## config.mk

```make
export PLATFORM = sky130hd
export DESIGN_NAME = ipq_level
export DESIGN_NICKNAME = d
export VERILOG_FILES = /design/src/rtl/core/ipq_pkg.sv /design/src/rtl/core/ipq_level.sv
export SDC_FILE = /design/constraint.sdc
export NUM_CORES = 1
export LEC_CHECK = 0
export BUFFER_PORTS_ARGS = -buffer_cell sky130_fd_sc_hd__buf_2
export CAP_MARGIN = 15
export CORE_MARGIN = 3
export CORE_UTILIZATION = 35
export DETAILED_ROUTE_END_ITERATION = 6
export PLACE_DENSITY_LB_ADDON = 0.3
export SETUP_SLACK_MARGIN = 0.05
export SYNTH_ARGS = -nofsm -noshare
export SYNTH_HDL_FRONTEND = slang
export SYNTH_SLANG_ARGS = --single-unit
```

## constraint.sdc

```tcl
create_clock -name clk -period 1.05 [get_ports clk]
set_clock_uncertainty 0.1 [all_clocks]
set_input_delay 0.315 -clock clk [delete_from_list [all_inputs] [get_ports clk]]
set_output_delay 0.315 -clock clk [all_outputs]
set_load 0.1 [all_outputs]
```

## src/rtl/core/ipq_pkg.sv

```systemverilog
// ----------------------------------------------------------------------------
// Indexed priority queue package
// Field widths, operation codes and sequencer states.
// ----------------------------------------------------------------------------
package ipq_pkg;

	localparam int VALUE_W  = 32;
	localparam int HANDLE_W = 12;
	localparam int COUNT_W  = 11;
	localparam int FUNC_W   = 3;

	// operation codes on the func port
	typedef enum logic [FUNC_W-1:0] {
		FN_INSERT      = 3'd0,
		FN_GET_MIN     = 3'd1,
		FN_EXTRACT_MIN = 3'd2,
		FN_DELETE      = 3'd3,
		FN_CHANGE      = 3'd4,
		FN_CLEAR       = 3'd5,
		FN_SIZE        = 3'd6
	} ipq_func_t;

	// sequencer states
	typedef enum logic [2:0] {
		ST_IDLE,
		ST_LOOKUP,
		ST_CHECK,
		ST_SCAN,
		ST_RISE,
		ST_SINK
	} ipq_state_t;

endpackage

```

## src/rtl/core/ipq_level.sv

```systemverilog
// ----------------------------------------------------------------------------
// Heap level cell
// Holds one level of the heap (positions 2^LEVEL .. 2^(LEVEL+1)-1) and
// merges its registered read words into the read chain from its neighbor.
// ----------------------------------------------------------------------------
module ipq_level import ipq_pkg::*; #(
	parameter int LEVEL = 0,
	parameter int PW    = 11,
	parameter int HW    = 12
) (
	input  logic                      clk,
	input  logic                      arst_n,
	input  logic                      wr_en,
	input  logic [PW:0]               wr_pos,
	input  logic signed [VALUE_W-1:0] wr_val,
	input  logic [HW-1:0]             wr_hdl,
	input  logic [PW:0]               rd_pos_a,
	input  logic [PW:0]               rd_pos_b,
	input  logic signed [VALUE_W-1:0] in_a_val,
	input  logic [HW-1:0]             in_a_hdl,
	input  logic signed [VALUE_W-1:0] in_b_val,
	input  logic [HW-1:0]             in_b_hdl,
	output logic signed [VALUE_W-1:0] out_a_val,
	output logic [HW-1:0]             out_a_hdl,
	output logic signed [VALUE_W-1:0] out_b_val,
	output logic [HW-1:0]             out_b_hdl
);

	localparam int OW    = (LEVEL == 0) ? 1 : LEVEL;
	localparam int DEPTH = 1 << LEVEL;

	logic signed [VALUE_W-1:0] val_mem [DEPTH];
	logic [HW-1:0]             hdl_mem [DEPTH];

	logic              wr_hit, a_hit, b_hit;
	logic [OW-1:0]     wr_ofs, a_ofs, b_ofs;
	logic              a_hit_q, b_hit_q;
	logic signed [VALUE_W-1:0] a_val_q, b_val_q;
	logic [HW-1:0]     a_hdl_q, b_hdl_q;

	// position decode: the level is the position's leading one
	assign wr_hit = (wr_pos >> LEVEL) == (PW+1)'(1);
	assign a_hit  = (rd_pos_a >> LEVEL) == (PW+1)'(1);
	assign b_hit  = (rd_pos_b >> LEVEL) == (PW+1)'(1);
	assign wr_ofs = (LEVEL == 0) ? '0 : OW'(wr_pos);
	assign a_ofs  = (LEVEL == 0) ? '0 : OW'(rd_pos_a);
	assign b_ofs  = (LEVEL == 0) ? '0 : OW'(rd_pos_b);

	// level memory: one write, two registered reads
	always_ff @(posedge clk) begin
		if (wr_en && wr_hit) begin
			val_mem[wr_ofs] <= wr_val;
			hdl_mem[wr_ofs] <= wr_hdl;
		end
		a_val_q <= val_mem[a_ofs];
		a_hdl_q <= hdl_mem[a_ofs];
		b_val_q <= val_mem[b_ofs];
		b_hdl_q <= hdl_mem[b_ofs];
	end

	always_ff @(posedge clk or negedge arst_n) begin
		if (!arst_n) begin
			a_hit_q <= 1'b0;
			b_hit_q <= 1'b0;
		end else begin
			a_hit_q <= a_hit;
			b_hit_q <= b_hit;
		end
	end

	// merge into the read chain; only the hit level contributes
	assign out_a_val = in_a_val | (a_hit_q ? a_val_q : '0);
	assign out_a_hdl = in_a_hdl | (a_hit_q ? a_hdl_q : '0);
	assign out_b_val = in_b_val | (b_hit_q ? b_val_q : '0);
	assign out_b_hdl = in_b_hdl | (b_hit_q ? b_hdl_q : '0);

endmodule

```

; ---- Word level (Yosys, flattened, before mapping)
; Memory sizes are Yosys's and may differ from the RTL's. A register that Yosys moved wholly into a read port is not among the register bits.
; Cells that the tools add are included.
[classes]
reduce_logical = 1
eq_ne = 3
bitwise_logic = 4
n_mux = 6
[op_table]
columns = cell, count
row1 = 2-to-1 mux 32 bit, 2
row2 = OR 32 bit, 2
row3 = equality test 12 x 1 -> 1 bit (second input constant), 3
row4 = 2-to-1 mux 12 bit, 2
row5 = OR 12 bit, 2
row6 = 2-to-1 mux 1 bit, 2
row7 = logical AND 1 bit, 1
[totals]
register_bits = 2
elab_cells = 18
ram_bits = 44
memories = 2
out_inout_bits = 88
[memory_table]
columns = memory, depth, word_bits, rd, rd_clocked_by_memory_dff, wr, line
row1 = val_mem, 1, 32, 1, 1, 1, ipq_level.sv:32  ; logic signed [VALUE_W-1:0] val_mem [DEPTH];
row2 = hdl_mem, 1, 12, 1, 1, 1, ipq_level.sv:33  ; logic [HW-1:0] hdl_mem [DEPTH];

; ---- Logic depth before layout (Yosys ltp)
; Gate-level depths: netlist of the first run.
[logic_depth]
word_depth = 4
depth_mapped = 3

; ---- Worst setup path before layout of the first run
; Ideal clock, no wire load.
[synth_path]
path_kind = input to register
start = in wr_pos[1]
end = mem hdl_mem[0][0] (enable)
stages = 2
arrival_time_ns = 1.726
setup_slack_ns = -1.181
path_buffers = 0
path_cell_list = nor4b_1 -> and4_1
[synth_via]
elab_chain_len = 4
[synth_rtl]
columns = element, line
row1 = start: declaration, ipq_level.sv:14  ; input logic [PW:0] wr_pos,
row2 = equality test 12 x 1 -> 1 bit, ipq_level.sv:42  ; assign wr_hit = (wr_pos >> LEVEL) == (PW+1)'(1);
row3 = logical AND 1 bit, ipq_level.sv:51  ; if (wr_en && wr_hit) begin
row4 = 2-to-1 mux 1 bit, ipq_level.sv:51
row5 = 2-to-1 mux 1 bit (implied by the code), ipq_level.sv:53  ; hdl_mem[wr_ofs] <= wr_hdl;
row6 = end: declaration, ipq_level.sv:33
; Every way passes these cells.

; ---- Worst setup path in the final report of the first run
[layout_path]
start = reg b_hit_q
end = out out_b_val[13]
[layout_via]
elab_chain_len = 2
[layout_rtl]
columns = element, line
row1 = start: declaration, ipq_level.sv:37  ; logic a_hit_q, b_hit_q;
row2 = start signal: assignment, ipq_level.sv:67  ; b_hit_q <= b_hit;
row3 = 2-to-1 mux 32 bit, ipq_level.sv:74  ; assign out_b_val = in_b_val | (b_hit_q ? b_val_q : '0);
row4 = OR 32 bit, ipq_level.sv:74
row5 = end: declaration, ipq_level.sv:25  ; output logic signed [VALUE_W-1:0] out_b_val,
; Every way passes these cells.

==> results.toml, run 1 <==
[placed_design]
place.port_buffers = 258
dp_hpwl_um = 8850
dpl_cell_area_um2 = 6550
placed_cells_incl_taps = 560
globalplace.congestion = 0.721

[die]
rows = 33
io-pin-count = 259
start_util_pct = 36.9
dieWidth_um = 100
die-height_um = 100
core_um2 = 8420
fp.dieArea_um2 = 10100

[clock_tree]
clk_pin_slew_worst_paths_ns = 0.08
cts_buffers = 9
clockRootBuffer = "sky130_fd_sc_hd__clkbuf_8"
tritoncts = "built"
cts_max_level = 3
cts_sinks = 90
clock_path_buffers = 2
clk_latency_ns = 0.34

[finish]
syn_to_final_growth_pct = 123
layout.nets = 648
post-route-util_pct = 82.5
final_cells = 588
final_layout_size_suffix_gt1_share_pct = 78.8
layout.filler_cells = 462
postLayoutCellArea_um2 = 6950

[min_path]
hold_class = "in2reg"
hp-start = "wr_val[31]"

[detailed_routing]
final_antenna_net_count = 0
wl_per_cell_um = 18.9
dr_total_vias = 2805
drt-pass1-iter-count = 4
drt_iter0_drc = 54
met2RoutedLength_um = 6220
routed_via_density = 4.77
detail_route.wirelength.met1_um = 3710
remaining_drc_errors = 0
dr_wl_met3_um = 907
drt_wl_total_um = 11100
topRoutingLayerUsed = "met4"

[sta]
report.final.setup_viol = 132
timing.final.crit_period_ns = 1.80
timing.max_slew.rel_slack_pct = 82.6
tightest_slew_ns = 0.258
setup_slack_ns = -0.750
finalHoldWorstSlack_ns = 0.0462
final_max_slew_viol_count = 0
timing_hold_violations_final = 0
totalNegativeSetupSlack_ns = -75.75
post-route-period-util_pct = 171
rsz0062_at_grt = "yes"
max_clock_freq_mhz = 556

[setup_path]
worstReg2RegStart = "hdl_mem[0][4]"
slowest_stage = "sky130_fd_sc_hd__dfrtp_2"
max_stage_delay_ns = 0.45
largest_fanout_on_the_critical_path = 23
crit_path_end_kind = "output pin"
cp_dominant_cell_by_count = "sky130_fd_sc_hd__buf_12"
worstPathArrival_ns = 1.39
cp-start-kind = "flip-flop"
cell_breakdown_of_the_critical_path = "buf_12 -> a21o_4 -> buf_12"
critPathRequiredTime_ns = 0.63
setup.worst_path.class = "reg2out"
startpoint = "b_hit_q"

[pwr]
power_leakage_uw = 0.00315
cellPowerDensity_nw_per_um2 = 1250
vdd.ir_drop.worst_v = 0.000764

[global_routing]
wire_length_of_the_first_global_routing_pass_um = 16800
antenna_found_initial = 1
first_global_vias = 3260
grt_start_max_net_pins = 24
grt.total_usage_pct = 22.3
globalRouteOverflowTotal = 0

[job]
cap_violations = 0

[synthesis]
synth_sequential_area_ratio_pct = 72.4
synthCells = 201
synth.ff_latch_count = 90
mappedNetlistArea_um2 = 3110
post_synth_num_cell_types = 12
yosys_warnings = 0
synthesis.area_per_instance_um2 = 15.5
syn-num-nets = 372

[run_status]
violations = "setup timing"
status = "finished with violations"
==> Yosys cell counts <==
library cell               instances  area, µm²
sky130_fd_sc_hd__nor4_1            4       25.0
sky130_fd_sc_hd__nor3_1            1       5.00
sky130_fd_sc_hd__dfxtp_1          44        881
sky130_fd_sc_hd__nor2_1            1       3.75
sky130_fd_sc_hd__buf_6             9        101
sky130_fd_sc_hd__and3_1            2       12.5
sky130_fd_sc_hd__edfxtp_1         44       1320
sky130_fd_sc_hd__nor4b_1           4       35.0
sky130_fd_sc_hd__a21o_1           88        661
sky130_fd_sc_hd__buf_4             1       7.51
sky130_fd_sc_hd__and4_1            1       8.76
sky130_fd_sc_hd__dfrtp_1           2       50.1
==> critical path, delay by kind of cell, from the launching register on <==
kind            cells  cell delay [ns]
buf+inv             2             0.35
flops               1             0.45
compound gates      1             0.22
==> registers in the layout (all words and copies together), names as in the netlist <==
| signal | flops |
|---|---|
| b_hdl_q | 12 |
| b_hit_q | 1 |
| hdl_mem | 12 |
| b_val_q | 32 |
| val_mem | 32 |
| a_hit_q | 1 |
==> cell families (layout without fill, tap and decap cells) <==
| family | Yosys count | in the layout | share of synthesized area (%) |
|---|---|---|---|
| AOI/OAI and AO/OA | 88 | 88 | 21.2 |
| and+or+nand+nor | 13 | 13 | 2.89 |
| buffers and inverters | 10 | 291 | 3.50 |
| other | 0 | 1 | 0 |
| DFF | 90 | 90 | 72.4 |
==> area by class of cell <==
type	count	area (µm²)	area share, %
multi-input cells	101	1440	20.8
clock buffers	14	174	2.50
clock inverters	2	10.0	0.144
well taps	105	131	1.89
repair buffers	275	2930	42.2
flip-flops and latches	90	2250	32.5
diodes	1	2.50	0.0360
==> worst paths after layout <==
kind                       cells after the start  slack, ns        endpoint
max                                            3      -0.75   out_b_val[13]
min                                            1       0.05  val_mem[0][31]
max reg2reg                                    0       0.42      b_hdl_q[4]
min reg2reg                                    0       0.24     b_val_q[19]
max in group asynchronous                      2       0.56         a_hit_q
min in group asynchronous                      2       0.18         b_hit_q
==> cell usage in the layout (no fill, tap or decap) <==
master,count
sky130_fd_sc_hd__buf_2,166
sky130_fd_sc_hd__and3_1,2
sky130_fd_sc_hd__nor2_1,1
sky130_fd_sc_hd__nor3_1,1
sky130_fd_sc_hd__clkinv_2,2
sky130_fd_sc_hd__diode_2,1
sky130_fd_sc_hd__buf_16,2
sky130_fd_sc_hd__buf_8,2
sky130_fd_sc_hd__clkbuf_8,10
sky130_fd_sc_hd__nor4b_1,2
sky130_fd_sc_hd__and4_4,1
sky130_fd_sc_hd__nor4b_4,2
sky130_fd_sc_hd__a21o_4,88
sky130_fd_sc_hd__buf_4,2
sky130_fd_sc_hd__buf_6,6
sky130_fd_sc_hd__dfrtp_2,2
sky130_fd_sc_hd__clkbuf_1,3
sky130_fd_sc_hd__nor4_1,4
sky130_fd_sc_hd__clkbuf_16,1
sky130_fd_sc_hd__buf_12,96
sky130_fd_sc_hd__dlygate4sd3_1,1
sky130_fd_sc_hd__dfxtp_1,44
sky130_fd_sc_hd__edfxtp_1,44
==> metal layers <==
metal | global-route usage, % | vias to the layer above
met3 | 6.32 | 24
met2 | 41.7 | 156
met5 | 0 | -
met4 | 10.6 | 0
li1 | - | 1313
met1 | 22.6 | 1312
==> per-stage QoR <==
stage	total power [µW]	setup slack [ns]
floorplan	5410	-0.514
global placement	6560	-0.499
detailed placement	6600	-0.527
CTS	8730	-0.761
global route	8930	-0.787
finish	8660	-0.750
==> timing repair <==
| action | CTS | global route |
|---|---|---|
| cloned | 6 | 0 |
| hold endpoints to repair | 2 | 0 |
| gates resized for setup | 11 | 8 |
| hold buffers | 1 | 0 |
| buffers inserted | 4 | 4 |
| pin swaps | 5 | 1 |
| setup endpoints to repair | 132 | 132 |
==> power by group <==
part           internal (µW)  total (µW)  switching, µW  leakage [µW]
registers               3670        3670          0.415      0.000791
logic                   1170        2850           1680       0.00226
clock network           1070        2130           1070     0.0000956
Note: power is estimated with default switching activity, not from simulation.
==> run 2: changes to the inputs <==
--- a/config.mk
+++ b/config.mk
@@ -13,2 +13,3 @@
 export PLACE_DENSITY_LB_ADDON = 0.3
+export REMOVE_ABC_BUFFERS = 1
 export SETUP_SLACK_MARGIN = 0.05
==> constraint.sdc (replaced) <==
create_clock -name clk -period 1.05 [get_ports clk]
set_clock_uncertainty 0.1 [all_clocks]
set_input_delay 0.105 -clock clk [delete_from_list [all_inputs] [get_ports clk]]
set_output_delay 0.105 -clock clk [all_outputs]
set_load 0.1 [all_outputs]
==> results.toml, run 2 (synthesis gave the netlist of run 1 again) <==
[setup_path]
max_stage_delay_ns = 0.45
setup.worst_path.class = "reg2out"
rr_endpoint = "b_val_q[26]"
critPathRequiredTime_ns = 0.84
worstReg2RegStart = "val_mem[0][26]"
worstPathArrival_ns = 1.37
cp-start-kind = "flip-flop"
cell_breakdown_of_the_critical_path = "buf_12 -> a21o_1 -> buf_12"
largest_fanout_on_the_critical_path = 24
crit_path_end_kind = "output pin"
cell_depth_of_the_worst_flop_to_flop_path = 0
slowest_stage = "sky130_fd_sc_hd__dfrtp_2"
reg2reg_setup_slack_ns = 0.43
cp_dominant_cell_by_count = "sky130_fd_sc_hd__buf_12"

[clock_tree]
cts_sinks = 90
tritoncts = "built"
cts_buffers = 9
clk_latency_ns = 0.34
cts-hold-fix-buffers = 46
cts_max_level = 3
clock_path_buffers = 2
clk_pin_slew_worst_paths_ns = 0.09
clockRootBuffer = "sky130_fd_sc_hd__clkbuf_8"

[die]
dieWidth_um = 100
core_um2 = 8420
die-height_um = 100
io-pin-count = 259
start_util_pct = 36.9
rows = 33
fp.dieArea_um2 = 10100

[sta]
timing.max_slew.rel_slack_pct = 83.9
timing.final.crit_period_ns = 1.57
final_max_slew_viol_count = 0
timing_hold_violations_final = 2
setup_slack_ns = -0.521
post-route-period-util_pct = 150
rsz0062_at_grt = "yes"
totalNegativeSetupSlack_ns = -44.03
report.final.setup_viol = 118
tightest_slew_ns = 0.239
finalHoldWorstSlack_ns = -0.0620
max_clock_freq_mhz = 636

[placed_design]
place.port_buffers = 258
dp_hpwl_um = 7970
globalplace.congestion = 0.724
placed_cells_incl_taps = 560
dpl_cell_area_um2 = 5840

[finish]
postLayoutCellArea_um2 = 6830
layout_common_cells = "166 x sky130_fd_sc_hd__buf_2, 95 x sky130_fd_sc_hd__buf_12, 88 x sky130_fd_sc_hd__a21o_1"
final_layout_size_suffix_gt1_share_pct = 55.7
largest_registers = "b_val_q (32), val_mem (32)"
layout.nets = 692
final_cells = 631
n_antenna_cell = 0
mostFrequentLayoutCell = "sky130_fd_sc_hd__buf_2"
syn_to_final_growth_pct = 119

[pwr]
netSwitchingPower_uw = 2810
pwr-share-seq_pct = 39.4
cellPowerDensity_nw_per_um2 = 1360
vdd.ir_drop.worst_v = 0.000907
power_leakage_uw = 0.00342
totalPowerFinal_uw = 9310
power_switching_share_pct = 30.1
p_clk_share_pct = 30.5
comb_power_share_pct = 30.1
power.internal_uw = 6500

[run_status]
status = "finished with violations"
violations = "hold timing, setup timing"

[global_routing]
grt_start_max_net_pins = 25
grt.total_usage_pct = 21.4
globalRouteOverflowTotal = 0
antenna_found_initial = 0
wire_length_of_the_first_global_routing_pass_um = 16500
first_global_vias = 3375

[min_path]
timing.hold.worst_path_depth = 3
holdPathEnd = "b_hit_q"
hold_class = "in2reg"
hp-start = "rd_pos_b[1]"

[detailed_routing]
routed_via_density = 4.74
drt_wl_total_um = 11100
wl_per_cell_um = 17.6
drt_iter0_drc = 62
remaining_drc_errors = 0
dr_total_vias = 2994
drt-pass1-iter-count = 4
final_antenna_net_count = 0

[job]
cap_violations = 0
-- run 2: changes by cell type in the layout (fill, tap and decap cells not counted), moves of 2 or more --
cell	change
sky130_fd_sc_hd__a21o_1	+88
sky130_fd_sc_hd__a21o_4	-88
sky130_fd_sc_hd__dlygate4sd3_1	+45
sky130_fd_sc_hd__bufinv_16	+3
sky130_fd_sc_hd__buf_4	-2
sky130_fd_sc_hd__clkbuf_1	-2
sky130_fd_sc_hd__clkbuf_16	+2
sky130_fd_sc_hd__clkinv_2	-2
-- run 2: timing repair --
action / in CTS / in global routing
pin swaps: 4 / 22
hold endpoints to repair: 48 / 2
setup buffers: 5 / 0
setup endpoints to repair: 132 / 132
resized for setup: 17 / 10
cloned: 3 / 3
-- run 2: cell type report --
class                      count  area, µm²
timing repair buffer         319       3410
sequential                    90       2250
fill                         470       1600
multi-input combinational    101        783
clock buffer                  12        155
tap                          105        131
clock inverter                 4       97.6
-- run 2: how the worst max path moves through the flow --
stage	slack (ns)	cells after the start	startpoint	endpoint
6_report	-0.52	3	a_hit_q	out_a_val[20]
5_1_grt	-0.57	3	b_hit_q	out_b_val[23]
3_5_place_dp	-0.39	4	wr_pos[1]	hdl_mem[0][8]
3_3_place_gp	-0.37	4	wr_pos[1]	val_mem[0][1]
2_1_floorplan	-0.97	2	wr_pos[1]	hdl_mem[0][0]
4_1_cts	-0.54	3	a_hit_q	out_a_val[20]
-- run 2: power groups by stage --
stage               clock (µW)  combinational (µW)  sequential [µW]
floorplan                    0                1470             3760
global placement             0                2610             3750
detailed placement           0                2630             3750
CTS                       2890                2790             3670
global route              3050                2880             3670
finish                    2840                2800             3670
-- run 2: worst max-delay path: cells and delay by family, from the launching register on --
kind | cells | cell delay [ns]
flip-flops | 1 | 0.45
buffers and inverters | 2 | 0.35
AO/OA/AOI/OAI | 1 | 0.21
-- run 2: routing by layer --
layer | vias up | global-route usage, % | part of all wire [%]
met5 | - | 0 | 0
met2 | 168 | 42.7 | 58
met3 | 16 | 6.12 | 8.3
met4 | 0 | 8.08 | 2.0
li1 | 1396 | - | -
met1 | 1414 | 20.2 | 32
-- run 2: per-stage QoR --
step	utilization, %	worst slack, ns
floorplan	-	-0.971
global placement	69.4	-0.369
detailed placement	69.4	-0.389
CTS	80.1	-0.536
global route	81.1	-0.566
finish	81.1	-0.521
